--- config.mk ---
export PLATFORM = sky130hd
export DESIGN_NAME = csi_tmul
export DESIGN_NICKNAME = d
export VERILOG_FILES = /design/src/design/csi_pkg.sv /design/src/design/csi_tmul.sv
export SDC_FILE = /design/constraint.sdc
export NUM_CORES = 2
export LEC_CHECK = 0
export BUFFER_PORTS_ARGS = -buffer_cell sky130_fd_sc_hd__buf_2
export CORE_ASPECT_RATIO = 0.5
export CORE_UTILIZATION = 30
export CTS_CLUSTER_SIZE = 30
export DETAILED_ROUTE_END_ITERATION = 16
export GPL_TIMING_DRIVEN = 0
export SYNTH_ARGS = -nofsm -noshare
export SYNTH_HDL_FRONTEND = slang
export SYNTH_SLANG_ARGS = --single-unit
--- constraint.sdc ---
create_clock -name clk_i -period 11.2 [get_ports clk_i]
set_clock_uncertainty 0.2 [all_clocks]
set_input_delay 0.56 -clock clk_i [delete_from_list [all_inputs] [get_ports clk_i]]
set_output_delay 0.56 -clock clk_i [all_outputs]
set_load 0.1 [all_outputs]
--- src/design/csi_pkg.sv ---
package csi_pkg;

  // Slice width for the wide-by-t multipliers
  localparam int CHUNK_W = 32;

  // Guard bits of the power-basis coefficients over the point width
  localparam int COEF_XW = 5;

  // Curve mode codes
  typedef enum logic [1:0] {
    FUNC_LINEAR  = 2'd0,
    FUNC_BEZIER  = 2'd1,
    FUNC_HERMITE = 2'd2,
    FUNC_NONE    = 2'd3
  } func_e;

endpackage

--- src/design/csi_tmul.sv ---
// One Horner step: a_o = a_i * t + (add_i << ADD_SHIFT), two register stages.
// The first stage forms slice products of a_i by t, the second sums them.
module csi_tmul #(
  parameter int AW              = 37,
  parameter int BLEND_FRAC_BITS = 16,
  parameter int CW              = 37,
  parameter int ADD_SHIFT       = 16,
  parameter int PASS_W          = 1,
  localparam int TB = BLEND_FRAC_BITS + 1,
  localparam int RW = AW + TB
) (
  input  logic                 clk_i,
  input  logic                 rst_ni,
  input  logic                 valid_i,
  output logic                 ready_o,
  input  logic signed [AW-1:0] a_i,
  input  logic [TB-1:0]        t_i,
  input  logic signed [CW-1:0] add_i,
  input  logic [PASS_W-1:0]    pass_i,
  output logic                 valid_o,
  input  logic                 ready_i,
  output logic signed [RW-1:0] a_o,
  output logic [TB-1:0]        t_o,
  output logic [PASS_W-1:0]    pass_o
);

  localparam int CK  = csi_pkg::CHUNK_W;
  localparam int NCH = (AW + CK - 1) / CK;
  localparam int TW  = AW - CK * (NCH - 1);
  localparam int XW  = CK + 1;
  localparam int PPW = XW + TB + 1;
  localparam int SW  = CK * (NCH - 1) + PPW;

  logic signed [PPW-1:0] pp_d [NCH];
  logic signed [PPW-1:0] pp_q [NCH];
  logic signed [CW-1:0]  add_q;
  logic [TB-1:0]         t1_q, t2_q;
  logic [PASS_W-1:0]     pass1_q, pass2_q;
  logic                  v1_q, v2_q;
  logic                  load1, load2;
  logic signed [SW-1:0]  sum;
  logic signed [RW-1:0]  a_d, a_q;

  // Slice products; the top slice carries the sign
  for (genvar i = 0; i < NCH; i++) begin : g_chunk
    logic signed [XW-1:0] slice_x;
    if (i < NCH - 1) begin : g_lo
      assign slice_x = signed'({1'b0, a_i[CK*i +: CK]});
    end else begin : g_top
      assign slice_x = signed'({{(XW-TW){a_i[AW-1]}}, a_i[AW-1 -: TW]});
    end
    assign pp_d[i] = slice_x * signed'({1'b0, t_i});
  end

  // Handshake for the two stages
  assign load2   = !v2_q || ready_i;
  assign load1   = !v1_q || load2;
  assign ready_o = load1;

  always_ff @(posedge clk_i or negedge rst_ni) begin
    if (!rst_ni) begin
      v1_q <= 1'b0;
      v2_q <= 1'b0;
    end else begin
      if (load1) v1_q <= valid_i;
      if (load2) v2_q <= v1_q;
    end
  end

  always_ff @(posedge clk_i) begin
    if (load1 && valid_i) begin
      pp_q    <= pp_d;
      add_q   <= add_i;
      t1_q    <= t_i;
      pass1_q <= pass_i;
    end
  end

  // Recombine slices and add the aligned coefficient
  always_comb begin
    sum = SW'(add_q) <<< ADD_SHIFT;
    for (int i = 0; i < NCH; i++) begin
      sum = sum + (SW'(pp_q[i]) <<< (CK * i));
    end
  end

  assign a_d = sum[RW-1:0];

  always_ff @(posedge clk_i) begin
    if (load2 && v1_q) begin
      a_q     <= a_d;
      t2_q    <= t1_q;
      pass2_q <= pass1_q;
    end
  end

  assign valid_o = v2_q;
  assign a_o     = a_q;
  assign t_o     = t2_q;
  assign pass_o  = pass2_q;

endmodule

==> impl_metrics.py <==
metrics = {
    "grt": {
        "grtUsageTotal_pct": 18.7,
        "first_global_vias": 21954,
        "grt_pass1_wl_um": 134000,
        "antenna_found_initial": 12,
        "grt_max_degree": 71,
        "grt_overflow_total": 0,
    },
    "setup_path": {
        "crit_path_start_kind": "input pin",
        "crit_type": "in2reg",
        "cp.arrival_ns": 8.48,
        "cp-end-kind": "register",
        "crit_path_max_fanout": 10,
        "critPathRequiredTime_ns": 11.19,
    },
    "logic_synthesis": {
        "yosysTopAreaCell": "fa_1",
        "synth_edf_count": 198,
        "synth_top_area_share_pct": 36.0,
        "synth_compound_area_share_pct": 6.40,
        "syn_area_per_cell_um2": 9.95,
        "synth_warnings": 0,
        "ys_seq_elements": 200,
        "synth_cell_types": 60,
        "ys_seq_area_share_pct": 21.0,
        "synthXorXnorAreaFrac_pct": 2.89,
        "synthSimpleGateAreaFrac_pct": 14.6,
        "synth_area_leaders": "fa_1 (36%), edfxtp_1 (21%), ha_1 (9.8%)",
        "synth_top_family_by_area": "adder cells",
        "synthMuxAreaShare_pct": 0.0702,
        "synthFlopType": "edfxtp_1",
        "syn-num-nets": 3698,
        "async_flop_share_pct": 1.00,
        "postSynthCellCount": 2866,
        "synth.cell_area_um2": 28500,
        "synth_fa_ha_area_share_pct": 45.8,
    },
    "sta": {
        "rsz0062_at_grt": "false",
        "period_share_pct": 75.8,
        "worstMarginPinSlew_ns": 1.29,
        "hold_viol_final": 0,
        "period_needed_ns": 8.49,
        "totalNegativeSetupSlack_ns": 0,
        "slew_viol_final": 0,
        "slew_headroom_pct": 14.2,
        "fmax_mhz": 118,
        "setup_viol": 0,
    },
    "clock_network": {
        "cts_sinks": 200,
        "cts_setup_buffers": 0,
        "cts_buffers": 17,
        "cts_tree": "done",
        "clkTransAtPathRegs_ns": 0.10,
        "cts-root-buf": "clkbuf_16",
        "h-tree-depth": 4,
        "clock_path_buffers": 2,
        "clk_latency_ns": 0.47,
        "ctsHoldBuffers": 1,
        "ctsResizeCount": 0,
    },
    "die": {
        "core-area_um2": 93500,
        "die_h_um": 220,
        "rows": 79,
        "start_util_pct": 30.5,
        "io_pins": 170,
        "fp.dieW_um": 438,
        "die-area_um2": 96300,
    },
    "finish": {
        "fillers": 9583,
        "syn_to_final_growth_pct": 11.0,
        "final-seq-area_um2": 6000,
        "nets": 3886,
        "multi_input_area_um2": 19900,
        "drive_gt1_share_pct": 6.98,
    },
    "detailed_routing": {
        "drt_iter0_drc": 1688,
        "viasPerCell": 4.87,
        "dr.pass1.iters": 11,
        "wirelength_um": 89200,
        "post_drt_wl_per_cell_um": 20.6,
        "postRouteAntennaNets": 0,
        "drc_errors": 6,
        "num_vias": 21035,
    },
    "place": {
        "gp_congestion": 0.951,
        "dp_hpwl_um": 71800,
        "port_buffers": 166,
    },
    "worst_hold_path": {
        "hold_path_class": "in2reg",
    },
    "run": {
        "cap_violations": 0,
    },
    "outcome": {
        "violations": "DRC",
        "outcome": "complete, but fails checks",
    },
}
==> cell usage after synthesis (3+ instances only) <==
master,n
a2111oi_0,5
a211oi_1,9
a21o_1,51
a21oi_1,85
a31oi_1,11
a41oi_1,4
and2_1,254
and3_1,17
and4_1,4
clkbuf_1,126
edfxtp_1,198
fa_1,513
ha_1,223
inv_1,567
nand2_1,417
nand2b_1,25
nand3_1,26
nand3b_1,3
nand4_1,14
nor2_1,60
nor2b_1,12
nor3_1,13
nor4_1,3
o211ai_1,3
o21a_1,14
o21ai_0,44
o21ai_1,5
o21bai_1,11
o31a_1,3
o31ai_1,8
o41a_1,3
or2_2,4
or3_1,3
xnor2_1,65
xor2_1,29
==> layout make-up <==
type	instances	share of cell area, %
multi-input cells	1970	62.9
flip-flops and latches	200	19.0
inverters	567	6.73
well taps	1255	4.96
repair buffers	169	2.83
plain buffers	129	1.54
clock buffers	17	1.34
clock inverters	15	0.728
diodes	1	0.00791
==> registers in the layout, indices dropped and copies added (netlist names), 17 cells and up <==
register	cells
t_o	17
add_q	37
t1_q	17
a_o	54
pp_q	71
==> worst max-delay path: stages <==
cell and delay [ns]:
buf_2 0.08, clkbuf_1 0.78, clkbuf_1 1.01, nand2_1 0.19, fa_1 0.57, fa_1 0.53
fa_1 0.51, inv_1 0.05, fa_1 0.49, fa_1 0.50, inv_1 0.05, fa_1 0.64
inv_1 0.09, ha_1 0.28, buf_2 0.18, and3_1 0.24, nand2_1 0.10, nor2_1 0.14
o21ai_1 0.14, a31o_1 0.34, o41a_1 0.53, o41ai_2 0.33, xnor2_1 0.12
==> stage by stage <==
step / setup slack, ns / utilization (%) / hold WS, ns / area [µm²] / instances
floorplan: 4.37 / - / 0.0644 / 28500 / 2866
global placement: 2.36 / 33.1 / 0.149 / 30900 / 4287
detailed placement: 2.39 / 33.1 / 0.148 / 31000 / 4289
CTS: 2.87 / 33.8 / 0.0459 / 31600 / 4322
global route: 2.51 / 33.8 / 0.0462 / 31600 / 4322
finish: 2.71 / 33.8 / 0.0721 / 31600 / 4323
==> per-layer routing <==
metal / vias to the layer above / track usage (%) / wire (µm)
met3: 138 / 3.03 / 7170
met1: 10807 / 25.3 / 38300
met5: - / 0 / 13
met2: 842 / 30.6 / 40900
li1: 9246 / - / -
met4: 2 / 5.93 / 2780
==> cell usage in the layout, fill, tap and decap left out, types with 4 or more instances in the layout <==
cell       instances
ha_1             223
o21bai_1          11
a31oi_1           11
xnor2_1           65
clkbuf_1         126
nand2b_1          25
inv_1            567
and3_1            17
o21ai_0           44
clkbuf_16         17
o21ai_1            5
fa_1             513
o31ai_1            8
a41oi_1            4
nor2_1            60
a2111oi_0          5
bufinv_16          4
nand4_1           14
and2_1           252
and4_1             4
inv_6              5
o21a_1            14
a211oi_1           9
a21o_1            51
buf_2            167
xor2_1            29
nand3_1           26
nand2_1          417
a21oi_1           85
nor3_1            13
or2_2              4
nor2b_1           12
edfxtp_1         198
==> worst paths after layout <==
path                                     from                  end  slack, ns  cells after the start
max                                    t_i[3]   pp_q[99]$_DFFE_PP_       2.71                     23
min                                    t_i[9]    t1_q[9]$_DFFE_PP_       0.07                      1
max reg2reg                pp_q[68]$_DFFE_PP_    a_o[53]$_DFFE_PP_       7.11                     12
min reg2reg                t1_q[16]$_DFFE_PP_    t_o[16]$_DFFE_PP_       0.21                      0
max in group asynchronous              rst_ni  valid_o$_DFFE_PN0P_      10.49                      2
min in group asynchronous              rst_ni     v1_q$_DFFE_PN0N_       0.22                      2
==> logic make-up after synthesis <==
family / Yosys count
buffers and inverters: 696
muxes: 2
AOI/OAI and AO/OA: 277
xor gates and xnor gates: 94
DFF: 200
adders and majority gates: 736
and+or+nand+nor: 861
Power is left out: the tool's default activity adds up to more than one toggle a clock period on the data nets, which glitch-free logic cannot reach.
