## src/design/csi_pkg.sv

```systemverilog
package csi_pkg;

  // Slice width for the wide-by-t multipliers
  localparam int CHUNK_W = 32;

  // Guard bits of the power-basis coefficients over the point width
  localparam int COEF_XW = 5;

  // Curve mode codes
  typedef enum logic [1:0] {
    FUNC_LINEAR  = 2'd0,
    FUNC_BEZIER  = 2'd1,
    FUNC_HERMITE = 2'd2,
    FUNC_NONE    = 2'd3
  } func_e;

endpackage

```

## src/design/csi_round.sv

```systemverilog
// Final rounding shift (half up) and saturation to the point range.
module csi_round #(
  parameter int POINT_WIDTH     = 32,
  parameter int BLEND_FRAC_BITS = 16,
  localparam int CW = POINT_WIDTH + csi_pkg::COEF_XW,
  localparam int AW = CW + 3 * (BLEND_FRAC_BITS + 1)
) (
  input  logic                          clk_i,
  input  logic                          rst_ni,
  input  logic                          valid_i,
  output logic                          ready_o,
  input  logic signed [AW-1:0]          a_i,
  input  logic                          none_i,
  output logic                          valid_o,
  input  logic                          ready_i,
  output logic signed [POINT_WIDTH-1:0] value_o,
  output logic                          saturated_o
);

  localparam int RS = 3 * BLEND_FRAC_BITS + 1;
  localparam int QW = AW - RS;
  localparam logic signed [POINT_WIDTH-1:0] VMAX = {1'b0, {(POINT_WIDTH-1){1'b1}}};
  localparam logic signed [POINT_WIDTH-1:0] VMIN = {1'b1, {(POINT_WIDTH-1){1'b0}}};

  logic signed [AW-1:0]          rnd;
  logic [QW-1:0]                 q;
  logic [QW-POINT_WIDTH:0]       hi;
  logic                          fits;
  logic signed [POINT_WIDTH-1:0] value_d, value_q;
  logic                          sat_d, sat_q;
  logic                          valid_q;
  logic                          load;

  // Add half an output LSB, then floor
  assign rnd  = a_i + (AW'(1) <<< (RS - 1));
  assign q    = rnd[AW-1:RS];
  assign hi   = q[QW-1:POINT_WIDTH-1];
  assign fits = (&hi) || !(|hi);

  always_comb begin
    if (none_i) begin
      value_d = '0;
    end else if (fits) begin
      value_d = q[POINT_WIDTH-1:0];
    end else if (q[QW-1]) begin
      value_d = VMIN;
    end else begin
      value_d = VMAX;
    end
  end

  assign sat_d = !none_i && !fits;

  // Output register
  assign load    = !valid_q || ready_i;
  assign ready_o = load;

  always_ff @(posedge clk_i or negedge rst_ni) begin
    if (!rst_ni) begin
      valid_q <= 1'b0;
    end else if (load) begin
      valid_q <= valid_i;
    end
  end

  always_ff @(posedge clk_i) begin
    if (load && valid_i) begin
      value_q <= value_d;
      sat_q   <= sat_d;
    end
  end

  assign valid_o     = valid_q;
  assign value_o     = value_q;
  assign saturated_o = sat_q;

endmodule

```

## config.mk

```make
export PLATFORM = sky130hd
export DESIGN_NAME = csi_round
export DESIGN_NICKNAME = d
export VERILOG_FILES = /design/src/design/csi_pkg.sv /design/src/design/csi_round.sv
export SDC_FILE = /design/constraint.sdc
export NUM_CORES = 1
export LEC_CHECK = 0
export BUFFER_PORTS_ARGS = -buffer_cell sky130_fd_sc_hd__buf_2
export CAP_MARGIN = 5
export CORE_ASPECT_RATIO = 1.5
export CORE_MARGIN = 3
export CORE_UTILIZATION = 40
export DETAILED_ROUTE_END_ITERATION = 10
export GPL_TIMING_DRIVEN = 0
export PLACE_DENSITY = 0.78
export SLEW_MARGIN = 20
export SYNTH_ARGS = -nofsm -noshare
export SYNTH_HDL_FRONTEND = slang
export SYNTH_SLANG_ARGS = --single-unit
```

## constraint.sdc

```tcl
create_clock -name clk_i -period 1.65 [get_ports clk_i]
set_input_delay 0.0825 -clock clk_i [delete_from_list [all_inputs] [get_ports clk_i]]
set_output_delay 0.0825 -clock clk_i [all_outputs]
set_load 0.01 [all_outputs]
```

==> summary.txt, run 1 <==
Critical path
  • Crit-path cells: buf_2 -> nand4_1 -> nor4_4 -> nand3_2 -> mux2i_2 -> o41ai_4 -> buf_6 -> clkbuf_16 -> a21oi_2
  • Worst-path fanout max: 8
  • Worst setup SP type: input port
  • WS Path Type: in2reg
  • CP Depth: 9
  • Crit path capture type: register
  • Worst r2r path cells: 2
  • Crit path max-delay family: simple AND/OR/NAND/NOR gates
  • Buffer and inverter count on the worst path: 3
  • Slowest cell delay on critical path: 0.43 ns
  • Critical Path RT: ~1.7 ns
  • Critical path's slowest cell: nor4_4
  • WP data arrival: 2.06 ns

Status
  • Status: finished, violations left
  • Failing checks: setup timing

Routing
  • Post-DR wirelength/cell: between 15 and 20 um
  • Pre-antenna DRT Iters: 4
  • Residual DRC: 0
  • Routed vias/inst: 5.54
  • ANT nets after route: 0
  • Drt total wl: around 7200 um
  • Met2 WL: 3960 um
  • DR top layer: met4
  • DRT met1 WL: 2520 um
  • Via Count: 2244
  • 1st-iter DRT viols: 179
  • DR WL met3: 449 um

GRT
  • Vias in the first global route: ~2.1k
  • Initial antenna violation count: 0
  • Largest net degree at the start of global routing: 34
  • GR Overflow Total: 0
  • Total track usage: around a fifth
  • First-pass GRT wire length: 9820 um

Placement
  • Pre-CTS setup slack: -0.927 ns
  • PortBufs: 79
  • GP Congestion: 0.869
  • Detail Placement HPWL: roughly 4300 um
  • Placed cell areas: 2800 um2

Timing
  • Period minus WS final: 2.02 ns
  • Max_slew headroom: 47.5%
  • Final Cycle Share: 122%
  • Setup_tns: -10.77 ns
  • Final-report max-slew violation count: 0
  • Fmax: 0.495 GHz
  • Worst-Margin Slew: between 0.7 and 0.8 ns
  • Worst clock skew: 0.0135 ns
  • Setup violations, final: 32
  • Fin worst setup slack: -0.371 ns
  • Hold Fails Final Rpt: 0
  • RSZ-0062 raised after global routing: yes

Clock network
  • Clock Path Buffers: 2
  • Worst-path clk slew: about 0.06 ns
  • Clock Latency Late Sink: 0.29 ns
  • CTS buffer count: 5
  • H-tree depth: 2
  • Clk sink count: 34
  • Root buffer cell: clkbuf_8
  • TritonCTS clock tree: built

Power and ir drop
  • Worst VDD drop: 301 uV
  • P_leak: 1.40 nW
  • Total power: 2.17 mW
  • Power density over cell area: 609 nW/um2

Synth
  • Syn Nets: ~310
  • Yosys top cell area share: 43.7%
  • Ys flop type: edfxtp_1
  • Synth unique cells: 35
  • Post-synth top cells: edfxtp_1 (33), a21oi_2 (20), xnor2_1 (17), xor2_1 (17), nand3_1 (16)
  • Area contributors post-synth: edfxtp_1 (44%), a21oi_2 (7.7%), xnor2_1 (6.6%)
  • Post-synth EDFFs: 33
  • Synth area leader: edfxtp_1
  • Post-synth ARST share: roughly 2.9%
  • Most common cell in the netlist: edfxtp_1
  • Seq/Total Area, Yosys: between 40 and 50%
  • YS warnings: 0
  • Mapped Area: around 2300 um2
  • Flops & latches, synth: 34
  • Mapped Cells: 212
  • Syn_area_per_cell: between 10 and 15 um2

Floorplan
  • # IOs: 128
  • Row cnt: 33
  • Starting Density: 41.3%
  • Die Height: 98.3 um
  • Die Area: 6630 um2
  • Die W: a little under 70 um
  • Core ar.: between 5000 and 6000 um2

Run
  • Max-cap check violation count: 0

Cells and area
  • Final #Nets: between 400 and 500
  • ANT cells: 0
  • Design Area, Final: 3560 um2
  • Layout area overhead: 57.0%
  • Layout cells sized above 1: 55.2%

Min path
  • Hold Path Depth: 2
  • Type of the most critical hold path: in2reg
-- path summary, 6_finish.rpt --
path	start	to	slack (ns)
max	a_i[57]	value_o[10]	-0.37
min	valid_i	valid_o	0.02
max reg2reg	valid_o	value_o[24]	0.12
min reg2reg	valid_o	valid_o	0.53
max in group asynchronous	rst_ni	valid_o	1.46
min in group asynchronous	rst_ni	valid_o	0.10
-- layer usage --
layer | up-vias | global-route usage (%)
li1 | 1033 | -
met1 | 1077 | 21.4
met2 | 112 | 34.7
met3 | 22 | 2.53
met4 | 0 | 10.8
met5 | - | 0
-- repair_timing --
| item | in CTS | in global routing |
|---|---|---|
| hold buffers | 1 | 0 |
| gates cloned | 4 | 1 |
| resized for setup | 36 | 43 |
| endpoints found under the hold margin | 1 | 0 |
| endpoints found under the setup margin | 32 | 33 |
| setup buffers | 21 | 11 |
| pin swaps | 7 | 15 |
-- report_power, final --
part	total, mW	switching [mW]	internal, mW
Sequential	1.02	0.0116	1.01
Combinational	0.553	0.298	0.255
Clock	0.597	0.307	0.290
-- cell families after synthesis --
family                   after synthesis  share of synthesized area (%)
AND/OR/NAND/NOR                       87                           22.8
AO/OA/AOI/OAI                         40                           14.1
flip-flops                            34                           44.8
buffers and inverters                 14                           3.86
adder cells (fa/ha/maj)                1                          0.551
multiplexers                           2                          0.882
XOR/XNOR                              34                           13.1
-- final cells by class --
cell class | instances | area (um2)
timing repair buffer | 116 | 862
clock inverter | 2 | 8.76
fill | 402 | 1930
multi-input combinational | 164 | 1400
inverter | 7 | 26.3
buffer | 6 | 92.6
tap | 70 | 87.6
sequential | 34 | 1020
clock buffer | 6 | 72.6
-- layout by cell type, fill, tap and decap left out, types with 3 or more instances in the layout --
cell | netlist | final
buf_2 | 1 | 64
edfxtp_1 | 33 | 33
buf_4 | 1 | 31
a21oi_2 | 20 | 28
xnor2_1 | 17 | 16
nand2_1 | 15 | 14
xor2_1 | 17 | 14
nand4_1 | 13 | 13
nor2_1 | 14 | 13
buf_6 | 4 | 13
nand3_1 | 16 | 12
nor3_1 | 8 | 7
inv_1 | 7 | 7
buf_8 | 0 | 7
clkbuf_8 | 0 | 5
nor4_4 | 2 | 4
buf_12 | 0 | 3
-- flip-flops by register name, indices dropped and copies added (netlist names) --
signal / count
saturated_o: 1
valid_o: 1
value_o: 32
-- worst reg2reg max path, cell delays in order, from the launching register on --
cell and delay, ns:
dfrtp_1 0.37, nand2b_1 0.10, and2_2 0.67
-- per-stage QoR --
step | utilization [%] | instances | hold slack, ns
6_report | 64.9 | 405 | 0.0164
5_1_grt | 64.9 | 405 | 0.0152
4_1_cts | 59.8 | 394 | 0.0121
3_5_place_dp | 50.9 | 361 | -0.141
3_3_place_gp | 50.9 | 361 | -0.143
2_1_floorplan | - | 212 | -0.213
Note: power is estimated with default switching activity, not from simulation.
==> run 2: changes to the inputs <==
- ABC_AREA: default -> 1
- PLACE_DENSITY: 0.78 -> 0.72
==> summary.txt, run 2 <==
Cells and area
  • Fill cell count: 700 (+74%)
  • Final #Nets: 567 (+32%)
  • Commonest non-fill, non-tap cell in the layout: nand2_1
  • Max FFs per register: 32 (unchanged)
  • Layout Utilization: 56.2% (-8.7 points)
  • Layout cells sized above 1: 54.9% (-0.37 points)
  • Most frequent cells in the layout: nand2_1 (80), buf_2 (73), nand2_2 (51), edfxtp_1 (33), a21oi_2 (31)
  • ANT cells: 0 (unchanged)
  • Layout area overhead: 35.1%

Routing
  • Post-DR wirelength/cell: 13.8 um (-22%)
  • DRT met1 WL: 2930 um (+16%)
  • DR top layer: met4
  • Via Count: 2771 (+23%)
  • 1st-iter DRT viols: 140 (-22%)
  • DR WL met3: 238 um (-47%)
  • ANT nets after route: 0 (unchanged)
  • Residual DRC: 0 (unchanged)
  • Met2 WL: 4430 um (+12%)
  • Pre-antenna DRT Iters: 5 (+1)
  • Routed vias/inst: 4.83 (-13%)
  • Drt total wl: 7930 um (+11%)

Critical path
  • Crit path capture type: register
  • WP data arrival: 1.70 ns (-0.36 ns)
  • Worst r2r path cells: 1 (-1)
  • Crit path max-delay family: simple AND/OR/NAND/NOR gates
  • Crit-path cells: buf_8 -> ha_4 -> nand3_4 -> nor2_4 -> nand3_4 -> nor2_8 -> nand3_2 -> nand2_1 -> nand2_1 -> nor2_2 -> nand2_4 -> nand3_4 -> buf_8 -> a21oi_2
  • Slowest cell delay on critical path: 0.17 ns (-0.26 ns)
  • CP dominant cell by count: nand3_4
  • Critical Path RT: 1.66 ns (-0.03 ns)
  • Worst setup SP type: input port
  • Critical path's slowest cell: nor2_4
  • CP Depth: 14 (+5)
  • Buffer and inverter count on the worst path: 2 (-1)
  • WS Path Type: in2reg
  • Worst-path fanout max: 10 (+2)

Power and ir drop
  • P_leak: 1.65 nW (+18%)
  • Worst VDD drop: 272 uV (-9.7%)
  • Power density over cell area: 514 nW/um2 (-16%)

Synth
  • Mapped Area: 3050 um2 (+34%)
  • Yosys top cell area share: 32.5% (-11 points)
  • Ys flop type: edfxtp_1
  • Post-synth EDFFs: 33 (unchanged)
  • Post-synth top cells: nand2_1 (101), nor2_1 (42), nand2_2 (35), edfxtp_1 (33), a21oi_2 (30)
  • Seq/Total Area, Yosys: 33.3% (-11 points)
  • Area contributors post-synth: edfxtp_1 (33%), nand2_1 (12%), a21oi_2 (8.6%)
  • Flops & latches, synth: 34 (unchanged)
  • Mapped Cells: 370 (+75%)
  • Synth area leader: edfxtp_1
  • Most common cell in the netlist: nand2_1
  • YS warnings: 0 (unchanged)
  • Syn_area_per_cell: 8.23 um2 (-23%)
  • Post-synth ARST share: 2.94% (unchanged)
  • Synth unique cells: 29 (-17%)
  • Syn Nets: 464 (+52%)

Clock network
  • Worst-path clk slew: 0.06 ns (about the same)
  • Clock Path Buffers: 2 (unchanged)
  • Clock Latency Late Sink: 0.28 ns (about the same)
  • TritonCTS clock tree: built
  • CTS buffer count: 5 (unchanged)
  • Clk sink count: 34 (unchanged)
  • Root buffer cell: clkbuf_8
  • H-tree depth: 2 (unchanged)

Floorplan
  • Starting Density: 41.6% (+0.28 points)
  • Core ar.: 7320 um2 (+33%)
  • Die Height: 113 um (+15%)
  • Die W: 77.3 um (+14%)
  • Die Area: 8720 um2 (+31%)
  • # IOs: 128 (unchanged)
  • Row cnt: 38 (+15%)

Min path
  • Type of the most critical hold path: in2reg
  • Hold Path Depth: 3 (+1)

Timing
  • Worst clock skew: 0.00145 ns (-0.0121 ns)
  • Max_slew headroom: 44.6% (-3.0 points)
  • WHS: 0.0690 ns (+0.0527 ns)
  • Setup_tns: -0.559 ns (+10.21 ns)
  • Fin worst setup slack: -0.0345 ns (+0.337 ns)
  • Final-report max-slew violation count: 0 (unchanged)
  • Period minus WS final: 1.68 ns (-0.337 ns)
  • Worst-Margin Slew: 0.831 ns (+0.0443 ns)
  • Setup violations, final: 25 (-22%)
  • Hold Fails Final Rpt: 0 (unchanged)
  • Final Cycle Share: 102% (-20 points)
  • RSZ-0062 raised after global routing: yes
  • Fmax: 0.594 GHz (+20%)

GRT
  • GR Overflow Total: 0 (unchanged)
  • Vias in the first global route: 2645 (+25%)
  • Largest net degree at the start of global routing: 34 (unchanged)
  • Initial antenna violation count: 0 (unchanged)
  • First-pass GRT wire length: 12200 um (+25%)
  • Total track usage: 17.5% (-2.0 points)

Placement
  • GP Congestion: 0.871 (+0.28%)
  • PortBufs: 78 (-1.3%)
  • Detail Placement HPWL: 6350 um (+47%)

Run
  • Max-cap check violation count: 0 (unchanged)

Status
  • Status: finished, violations left
  • Failing checks: setup timing
run 2: changes by cell type after synthesis, moves of 6 or more:
| cell | before | now |
|---|---|---|
| a21oi_2 | 20 | 30 |
| nor2_4 | 0 | 10 |
| nor2_2 | 0 | 10 |
| a21oi_1 | 12 | 2 |
| nand2_1 | 15 | 101 |
| nor2_1 | 14 | 42 |
| inv_1 | 7 | 18 |
| nand2_2 | 0 | 35 |
| nand3_2 | 0 | 6 |
run 2: layout make-up:
type	count	area (um2)	share of cell area, %
buffer	10	120	2.92
clock buffer	6	72.6	1.76
clock inverter	2	8.76	0.213
inverter	20	77.6	1.88
multi-input combinational	307	2130	51.8
sequential	34	1020	24.7
tap	100	125	3.04
timing repair buffer	95	566	13.7
run 2: path summary, 6_finish.rpt:
kind                              start     endpoint  slack, ns
worst min-delay path            valid_i      valid_o       0.07
worst max-delay path            a_i[48]  value_o[15]      -0.03
worst max register to register  valid_o  value_o[10]       0.13
max in group asynchronous        rst_ni      valid_o       1.47
worst min register to register  valid_o      valid_o       0.66
min in group asynchronous        rst_ni      valid_o       0.09
run 2: per-stage QoR:
step	instance area (um2)	instances	power (mW)	setup WS [ns]
after floorplan	3090	370	1.31	-0.0917
after global placement	3600	548	1.50	-0.440
after detailed placement	3600	548	1.50	-0.461
after CTS	3790	562	2.08	-0.0205
after global routing	4120	574	2.22	-0.137
final	4120	574	2.12	-0.0345
run 2: cell families (layout without fill, tap and decap cells):
kind of cell / count (synthesis) / count (layout) / synth area share (%)
simple gates: 243 / 243 / 42.6
flops: 34 / 34 / 33.3
fa+ha+maj: 1 / 1 / 0.411
compound gates: 32 / 33 / 8.95
buf+inv: 30 / 133 / 6.04
xor+xnor: 30 / 30 / 8.62
run 2: worst min-delay path, delay by kind of cell:
| family | cells | cell delay, ns |
|---|---|---|
| buffers and inverters | 2 | 0.16 |
| AND/OR/NAND/NOR | 1 | 0.08 |
run 2: layer usage:
metal	track usage [%]	up-vias
met5	0	-
met4	11.8	0
met3	1.51	25
met2	32.1	71
met1	19.0	1257
li1	-	1418
run 2: where the power goes:
part           internal (mW)  switching (mW)  total (mW)  leakage [nW]
clock                  0.289           0.275       0.564        0.0426
sequential              1.01          0.0126        1.02         0.335
combinational          0.201           0.329       0.530          1.28
total                   1.50           0.616        2.12          1.65
run 2: what timing repair did:
item | 4_1_cts | 5_1_grt
pin swaps | 4 | 23
hold buffers | 1 | 0
endpoints found under the hold margin | 1 | 0
setup endpoints to repair | 31 | 65
resized for setup | 17 | 66
cloned | 0 | 2
buffers inserted | 5 | 10
