===== src/design/csi_pkg.sv =====
package csi_pkg;

  // Slice width for the wide-by-t multipliers
  localparam int CHUNK_W = 32;

  // Guard bits of the power-basis coefficients over the point width
  localparam int COEF_XW = 5;

  // Curve mode codes
  typedef enum logic [1:0] {
    FUNC_LINEAR  = 2'd0,
    FUNC_BEZIER  = 2'd1,
    FUNC_HERMITE = 2'd2,
    FUNC_NONE    = 2'd3
  } func_e;

endpackage


===== src/design/csi_coef.sv =====
module csi_coef #(
  parameter int POINT_WIDTH     = 32,
  parameter int BLEND_FRAC_BITS = 16,
  localparam int CW = POINT_WIDTH + csi_pkg::COEF_XW,
  localparam int TB = BLEND_FRAC_BITS + 1
) (
  input  logic                          clk_i,
  input  logic                          rst_ni,
  input  logic                          valid_i,
  output logic                          ready_o,
  input  logic [1:0]                    func_i,
  input  logic signed [POINT_WIDTH-1:0] point_0_i,
  input  logic signed [POINT_WIDTH-1:0] point_1_i,
  input  logic signed [POINT_WIDTH-1:0] point_2_i,
  input  logic signed [POINT_WIDTH-1:0] point_3_i,
  input  logic [TB-1:0]                 blend_i,
  output logic                          valid_o,
  input  logic                          ready_i,
  output logic signed [CW-1:0]          c0_o,
  output logic signed [CW-1:0]          c1_o,
  output logic signed [CW-1:0]          c2_o,
  output logic signed [CW-1:0]          c3_o,
  output logic [TB-1:0]                 t_o,
  output logic                          none_o
);

  localparam logic [TB-1:0] ONE = TB'(1) << BLEND_FRAC_BITS;

  logic signed [CW-1:0] p0, p1, p2, p3;
  logic signed [CW-1:0] d12, d01, e2;
  logic signed [CW-1:0] c0_d, c1_d, c2_d, c3_d;
  logic signed [CW-1:0] c0_q, c1_q, c2_q, c3_q;
  logic [TB-1:0]        t_d, t_q;
  logic                 none_d, none_q;
  logic                 valid_q;
  logic                 load;

  assign p0 = CW'(point_0_i);
  assign p1 = CW'(point_1_i);
  assign p2 = CW'(point_2_i);
  assign p3 = CW'(point_3_i);

  assign d12 = p1 - p2;
  assign d01 = p1 - p0;
  assign e2  = p0 - (p1 <<< 1) + p2;

  // Power-basis coefficients; linear and Bezier are doubled so that every
  // mode shares the same final shift as the Hermite form
  always_comb begin
    c0_d   = '0;
    c1_d   = '0;
    c2_d   = '0;
    c3_d   = '0;
    none_d = 1'b0;
    unique case (func_i)
      csi_pkg::FUNC_LINEAR: begin
        c1_d = (p3 - p0) <<< 1;
        c0_d = p0 <<< 1;
      end
      csi_pkg::FUNC_BEZIER: begin
        c3_d = (p3 - p0 + (d12 <<< 1) + d12) <<< 1;
        c2_d = (e2 <<< 2) + (e2 <<< 1);
        c1_d = (d01 <<< 2) + (d01 <<< 1);
        c0_d = p0 <<< 1;
      end
      csi_pkg::FUNC_HERMITE: begin
        c3_d = (d12 <<< 1) + d12 + p3 - p0;
        c2_d = (p0 <<< 1) - ((p1 <<< 2) + p1) + (p2 <<< 2) - p3;
        c1_d = p2 - p0;
        c0_d = p1 <<< 1;
      end
      default: begin
        none_d = 1'b1;
      end
    endcase
  end

  // t is clamped to exactly one
  assign t_d = (blend_i > ONE) ? ONE : blend_i;

  // Stage handshake
  assign load    = !valid_q || ready_i;
  assign ready_o = load;

  always_ff @(posedge clk_i or negedge rst_ni) begin
    if (!rst_ni) begin
      valid_q <= 1'b0;
    end else if (load) begin
      valid_q <= valid_i;
    end
  end

  always_ff @(posedge clk_i) begin
    if (load && valid_i) begin
      c0_q   <= c0_d;
      c1_q   <= c1_d;
      c2_q   <= c2_d;
      c3_q   <= c3_d;
      t_q    <= t_d;
      none_q <= none_d;
    end
  end

  assign valid_o = valid_q;
  assign c0_o    = c0_q;
  assign c1_o    = c1_q;
  assign c2_o    = c2_q;
  assign c3_o    = c3_q;
  assign t_o     = t_q;
  assign none_o  = none_q;

endmodule


===== config.mk =====
export PLATFORM = sky130hd
export DESIGN_NAME = csi_coef
export DESIGN_NICKNAME = d
export VERILOG_FILES = /design/src/design/csi_pkg.sv /design/src/design/csi_coef.sv
export SDC_FILE = /design/constraint.sdc
export NUM_CORES = 1
export LEC_CHECK = 0
export ABC_AREA = 1
export ABC_CLOCK_PERIOD_IN_PS = 25800
export CAP_MARGIN = 20
export CORE_MARGIN = 1.5
export CORE_UTILIZATION = 50
export CTS_CLUSTER_SIZE = 24
export DETAILED_ROUTE_END_ITERATION = 7
export DONT_BUFFER_PORTS = 1
export PLACE_DENSITY = 0.67
export SETUP_SLACK_MARGIN = 0.4
export SYNTH_ARGS = -nofsm -noshare
export SYNTH_HDL_FRONTEND = slang
export SYNTH_SLANG_ARGS = --single-unit

===== constraint.sdc =====
create_clock -name clk_i -period 25.8 [get_ports clk_i]
set_input_delay 1.29 -clock clk_i [delete_from_list [all_inputs] [get_ports clk_i]]
set_output_delay 1.29 -clock clk_i [all_outputs]
set_load 0.02 [all_outputs]

==> key figures, run 1 <==
Power and ir drop
  • Cell-internal power: 1.41 mW
  • Combinational share of power: 81.9%
  • Worst vdd ir: 0.0000543 V
  • Leak pwr: 20.1 nW
  • PwrDens: 100 nW/µm²
  • Switch share: 62.4%
  • Clock share of power: 7.6%
  • Sw Pwr: 2.33 mW
  • Sequential share of power: 10.5%

Clocking
  • H-tree level count: 4
  • CTS tree: built
  • Quantity of hold-fixing buffers added after cts: 0
  • Longest Clk Path Bufs: 2
  • Clk sink count: 161
  • Clock Pin Slew Worst Setup and Hold Paths: 0.09 ns
  • CTS-repair resized insts: 0
  • Total CTS buffers: 17
  • Worst skew pair latency: 0.52 ns
  • CTS root buffer: clkbuf_16
  • Post-CTS setup buffer count: 0

Final layout
  • Final net count: 6462
  • Share of cells above drive strength 1: 2.40%
  • Multi-input logic area: 26300 µm²
  • Core Util, Final: 53.1%
  • Filler cells: 7418
  • FF/Latch Area: 4830 µm²
  • Area grow syn2layout: 4.70%

Die
  • Die height: 270 µm
  • Die width: 270 µm
  • Starting density of the core: 50.7%
  • Core Rows: 97
  • Core ar.: 70400 µm²
  • Full die area: 73000 µm²
  • Num ports: 319

Drt
  • Avg Vias per Cell: 5.62
  • DRT Wirelength: 155000 µm
  • DRC: 0
  • Via total after detailed routing: 37600
  • Met2 Routed Length: 65500 µm
  • First drt pass iteration count: 6
  • Max layer used: met4
  • Post-route ant nets: 0
  • Routed met1 length: 63600 µm
  • Wire length on met3: 16100 µm
  • WL/cell: 23.1 µm
  • Starting DRT DRC Count: 4076

Global routing
  • Vias in the first global route: 34800
  • First-pass GRT wire length: 225000 µm
  • Global route overflow: 0
  • Initial antenna violation count: 3
  • Gr usage total: 41.8%
  • Largest net degree at the start of global routing: 68

Synth
  • Multiplexer area fraction after synthesis: 0%
  • Syn avg cell area: 6.21 µm²
  • Main combinational cell family by area after synthesis: simple AND/OR/NAND/NOR gates
  • Compound-Gate Fraction of Synth Area: 12.2%
  • Yosys reg bits: 161
  • Xor and xnor fraction of the mapped netlist area: 2.87%
  • YS warnings: 0
  • Simple-Gate Fraction of Synth Area: 33.3%
  • Post-synth EDFFs: 160
  • Synth Instances: 5753
  • Netlist cell types: 56
  • Post-synthesis sequential area ratio: 13.5%
  • Syn Nets: 6482
  • Syn Std Cell Area: 35700 µm²
  • Async SR Flop Fraction: 0.621%
  • Main flop type after synthesis: edfxtp_1
  • Synth Area in Adders: 25.1%

STA
  • Final setup viols: 0
  • Minimum clock period: 6.63 ns
  • FMAX: 151 MHz
  • Setup tns final: 0 ns
  • Unrepaired setup endpoints after global routing: false
  • Worst slew margin: 30.6%
  • Final Max Tran Viols: 0
  • Layout Skew: 0.0107 ns
  • Final Hold Viols: 0
  • Worst Tran Pin Value: 1.04 ns
  • Tcrit/Tclk final: 25.7%

Worst setup path
  • CP startpoint kind: primary input
  • Reg2reg path depth: 3
  • Critical path capture point type: register
  • CP required: 26.04 ns
  • Flop2flop setup slack: 23.47 ns
  • Critical-path maximum fanout: 6
  • RR Startpoint: valid_o$_DFFE_PN0N_
  • Setup crit end: c3_o[36]$_DFFE_PP_
  • Critical R2R Capture: c3_o[16]$_DFFE_PP_
  • Critical path data arrival time: 6.87 ns
  • Crit Path Class: primary input to register
  • Crit path launch: point_1_i[0]

Place
  • PortBufs: 0
  • Placer Congestion: 1.08
  • Hpwl dp: 134000 µm

Run status
  • Status: complete, no violations

Run
  • Max_cap viols: 0

Hold path
  • Min-delay worst type: primary input to asynchronous set/reset pin
-- layout by cell type, fill, tap and decap left out, drive strengths merged, types with 30 or more instances in the layout --
cell type / Yosys / layout
a21boi: 35 / 35
a21oi: 455 / 455
edfxtp: 160 / 160
fa: 230 / 230
ha: 348 / 348
inv: 1172 / 1183
nand2: 1797 / 1797
nand3: 363 / 363
nand3b: 42 / 42
nand4: 41 / 41
nor2: 490 / 490
nor3: 82 / 82
o21ai: 229 / 229
o21bai: 31 / 31
or2: 31 / 31
xnor2: 30 / 30
xor2: 77 / 77
-- flip-flops by register name, indices dropped and copies added, names as in the netlist --
register,cells
none_o,1
c0_o,32
c2_o,37
c3_o,37
t_o,17
valid_o,1
c1_o,36
-- power by group through the flow --
stage               Sequential (mW)  Combinational, mW  Clock, mW
finish                        0.391               3.07      0.284
CTS                           0.392               2.96      0.287
global route                  0.394               3.37      0.293
detailed placement            0.398               2.94          0
floorplan                     0.395               2.04          0
global placement              0.398               2.93          0
-- layer usage --
| metal | vias up | GRT usage (%) |
|---|---|---|
| li1 | 18100 | - |
| met1 | 17300 | 54.9 |
| met2 | 1879 | 63.7 |
| met3 | 317 | 9.75 |
| met4 | 0 | 22.0 |
| met5 | - | 0 |
-- synthesized netlist by cell type (10+ instances only) --
master / count / area share [%]
inv_1: 1162 / 12
o21bai_1: 30 / 0.63
xnor2_1: 26 / 0.64
and2_1: 18 / 0.32
inv_2: 10 / 0.11
a21boi_0: 34 / 0.71
o21ai_0: 216 / 3.0
nor2_1: 484 / 5.1
nand3_1: 358 / 5.0
edfxtp_1: 160 / 13
ha_1: 348 / 12
nand4_1: 39 / 0.68
nor3_1: 80 / 1.1
xor2_1: 71 / 1.7
or2_2: 30 / 0.53
a21oi_1: 450 / 6.3
nor4_1: 11 / 0.19
nand3b_1: 42 / 0.88
a21o_1: 18 / 0.38
clkbuf_1: 35 / 0.37
nand2_1: 1789 / 19
fa_1: 230 / 13
-- worst max-delay path, stage by stage --
cell and delay, ns:
inv_1 0.08, ha_1 0.33, fa_1 0.48, inv_1 0.25
nand3_1 0.12, nand2_1 0.28, a21oi_1 0.19, o21ai_1 0.37
xor2_1 0.47, inv_1 0.21, fa_1 0.52, inv_1 0.06
fa_1 0.47, ha_1 0.36, a21oi_1 0.29, and2_1 0.23
nand2_1 0.07, nand2_1 0.06, nand3_1 0.28, nand2_1 0.20
nand3_1 0.09, nand3_1 0.09, a21oi_1 0.08
-- kinds of logic (layout without fill, tap and decap cells) --
logic type / count (synthesis) / count (layout)
and+or+nand+nor: 2878 / 2878
buffers and inverters: 1227 / 1220
AOI/OAI and AO/OA: 801 / 801
adders and majority gates: 578 / 578
DFF: 161 / 161
xor gates and xnor gates: 107 / 107
other: 1 / 3
-- layout make-up --
cell class              count  area share (%)
clock buffers              18            1.17
diodes                      2          0.0134
clock inverters            14           0.402
repair buffers             15           0.301
inverters                1173            11.8
well taps                 940            3.15
multi-input cells        4365            70.3
flip-flops and latches    161            12.9
-- through the flow --
stage / cell area [µm²] / hold WS [ns] / total power, mW / setup WS [ns] / instances
6_report: 37400 / 0.453 / 3.74 / 19.17 / 6688
5_1_grt: 37400 / 0.442 / 4.06 / 18.92 / 6686
4_1_cts: 37400 / 0.430 / 3.64 / 19.35 / 6686
3_5_place_dp: 36800 / 0.850 / 3.34 / 18.80 / 6654
3_3_place_gp: 36800 / 0.833 / 3.32 / 18.88 / 6654
2_1_floorplan: 35700 / 0.768 / 2.44 / 16.04 / 5753
-- worst min path at each step --
| stage | start | endpoint | cells after the start |
|---|---|---|---|
| global placement | valid_o$_DFFE_PN0N_ | valid_o$_DFFE_PN0N_ | 2 |
| floorplan | valid_o$_DFFE_PN0N_ | valid_o$_DFFE_PN0N_ | 2 |
| finish | rst_ni | valid_o$_DFFE_PN0N_ | 0 |
| global route | rst_ni | valid_o$_DFFE_PN0N_ | 0 |
| detailed placement | valid_o$_DFFE_PN0N_ | valid_o$_DFFE_PN0N_ | 2 |
| CTS | rst_ni | valid_o$_DFFE_PN0N_ | 0 |
Power figures use the tool's default switching activity.
==> run 2, diff against run 1 <==
ABC_CLOCK_PERIOD_IN_PS = 6040   (was 25800)
PLACE_DENSITY = 0.7   (was 0.67)
clock period = 6.04 ns   (was 25.8 ns; I/O delays follow)
==> run 2 against run 1 <==
Against the previous run: combinational power grew to 4.3 times the previous value; non-clock buffer count is 33 higher; die area is the same; sequential share of layout area shrank 0.12 points; cell count grew 0.46%; via count is 1.5% higher; clock skew grew 0.0022 ns; sequential cell count is the same; cell area increased by 0.92%; critical path depth up 4; core utilization rose by 0.49 points; highest routed layer is now met5; clock power rose to 4.4 times the previous value.
==> key figures, run 2 (synthesis results as in run 1) <==
Clocking
  • Post-CTS setup buffer count: 0
  • Longest Clk Path Bufs: 2
  • Clk sink count: 161
  • Total CTS buffers: 17
  • CTS-repair resized insts: 0
  • Worst skew pair latency: 0.52 ns
  • H-tree level count: 4
  • Quantity of hold-fixing buffers added after cts: 19
  • Clock Pin Slew Worst Setup and Hold Paths: 0.10 ns
  • CTS root buffer: clkbuf_16
  • CTS tree: built

Power and ir drop
  • Worst vdd ir: 0.000323 V
  • PwrDens: 429 nW/µm²
  • Final Power: 16.2 mW
  • Leak pwr: 20.3 nW

Final layout
  • Final net count: 6495
  • N_diodes: 0
  • Share of cells above drive strength 1: 2.63%
  • Filler cells: 7425
  • Area grow syn2layout: 5.67%
  • Core Util, Final: 53.6%
  • Commonest non-fill, non-tap cell in the layout: nand2_1
  • Commonest cells after routing, fill and taps aside: nand2_1 (1789), inv_1 (1161), nor2_1 (484)

Worst setup path
  • Critical path capture point type: register
  • Critical-path maximum fanout: 5
  • Reg2reg path depth: 3
  • Crit Path Class: primary input to register
  • CP startpoint kind: primary input
  • Critical path data arrival time: 5.48 ns
  • CP required: 6.29 ns

STA
  • Unrepaired setup endpoints after global routing: false
  • Setup tns final: 0 ns
  • Final setup viols: 0
  • Minimum clock period: 5.23 ns
  • Final worst slack: 0.805 ns
  • FMAX: 191 MHz
  • Layout Skew: 0.0129 ns
  • Tcrit/Tclk final: 86.7%
  • Worst Tran Pin Value: 1.02 ns
  • Worst slew margin: 32.2%
  • Final Hold Viols: 0
  • Final Max Tran Viols: 0

Drt
  • Starting DRT DRC Count: 4418
  • WL/cell: 23.4 µm
  • First drt pass iteration count: 8
  • Post-route ant nets: 0
  • Via total after detailed routing: 38100
  • DRT Wirelength: 157000 µm
  • DRC: 0
  • Avg Vias per Cell: 5.68

Die
  • Full die area: 73000 µm²
  • Num ports: 319
  • Die height: 270 µm
  • Die width: 270 µm
  • Starting density of the core: 50.7%
  • Core ar.: 70400 µm²
  • Core Rows: 97

Global routing
  • Gr usage total: 42.3%
  • Vias in the first global route: 35000
  • Global route overflow: 0
  • Initial antenna violation count: 11
  • Largest net degree at the start of global routing: 75
  • First-pass GRT wire length: 227000 µm

Hold path
  • Min-delay worst type: primary input to register
  • WHS Path Cells: 2

Place
  • Place WS: 0.401 ns
  • Placer Congestion: 1.07
  • PortBufs: 0
  • Hpwl dp: 136000 µm

Run
  • Max_cap viols: 0

Run status
  • Status: complete, no violations
[run 2: metrics by stage]
| stage | std cells | instance area, µm² | hold WS, ns |
|---|---|---|---|
| after floorplan | 5753 | 35700 | 0.00641 |
| after detailed placement | 6668 | 36900 | 0.00643 |
| final | 6719 | 37700 | 0.0244 |
| after global placement | 6668 | 36900 | 0.00643 |
| after CTS | 6719 | 37700 | 0.000469 |
| after global routing | 6719 | 37700 | 0.0181 |
[run 2: path summary, 6_finish.rpt]
| check | startpoint | endpoint | slack, ns |
|---|---|---|---|
| max | point_1_i[0] | c3_o[28]$_DFFE_PP_ | 0.81 |
| min | point_1_i[5] | c0_o[6]$_DFFE_PP_ | 0.02 |
| max reg2reg | valid_o$_DFFE_PN0N_ | c1_o[23]$_DFFE_PP_ | 3.55 |
| min reg2reg | valid_o$_DFFE_PN0N_ | valid_o$_DFFE_PN0N_ | 0.87 |
| max in group asynchronous | rst_ni | valid_o$_DFFE_PN0N_ | 5.36 |
| min in group asynchronous | rst_ni | valid_o$_DFFE_PN0N_ | 0.57 |
[run 2: layer usage]
metal	global-route usage, %	routed length (µm)	up-vias
met3	9.87	17300	317
met1	55.6	63800	17600
met5	0	92	-
met4	20.8	8720	12
met2	65.1	67000	2049
li1	-	-	18100
[run 2: final cells by class]
type	count	area [µm²]	share of cell area, %
clock inverters	15	219	0.580
inverters	1173	4400	11.7
repair buffers	48	408	1.08
clock buffers	17	425	1.13
flip-flops and latches	161	4830	12.8
multi-input cells	4365	26300	69.6
well taps	940	1180	3.12
[run 2: worst max-delay path, cell delays in order]
cell and delay (ns):
inv_1 0.08, ha_1 0.31, fa_1 0.48, inv_1 0.20, nand3_1 0.11, nand2_1 0.16, a21oi_1 0.13, o21ai_1 0.35
nand2_1 0.10, nand2_1 0.11, xor2_1 0.31, inv_1 0.19, fa_1 0.43, fa_1 0.54, inv_1 0.04, ha_1 0.37
nand2_1 0.12, nor2_1 0.20, nand2_1 0.08, inv_1 0.07, nand4_1 0.08, nand3_1 0.31, nand2_1 0.13, nand2_1 0.08
nand2_1 0.04, nand3_1 0.07, a21oi_1 0.07
[run 2: where the power goes]
part,switching [mW],internal (mW)
Clock,0.685,0.577
Combinational,9.23,4.03
Sequential,0.225,1.45
Total,10.1,6.05
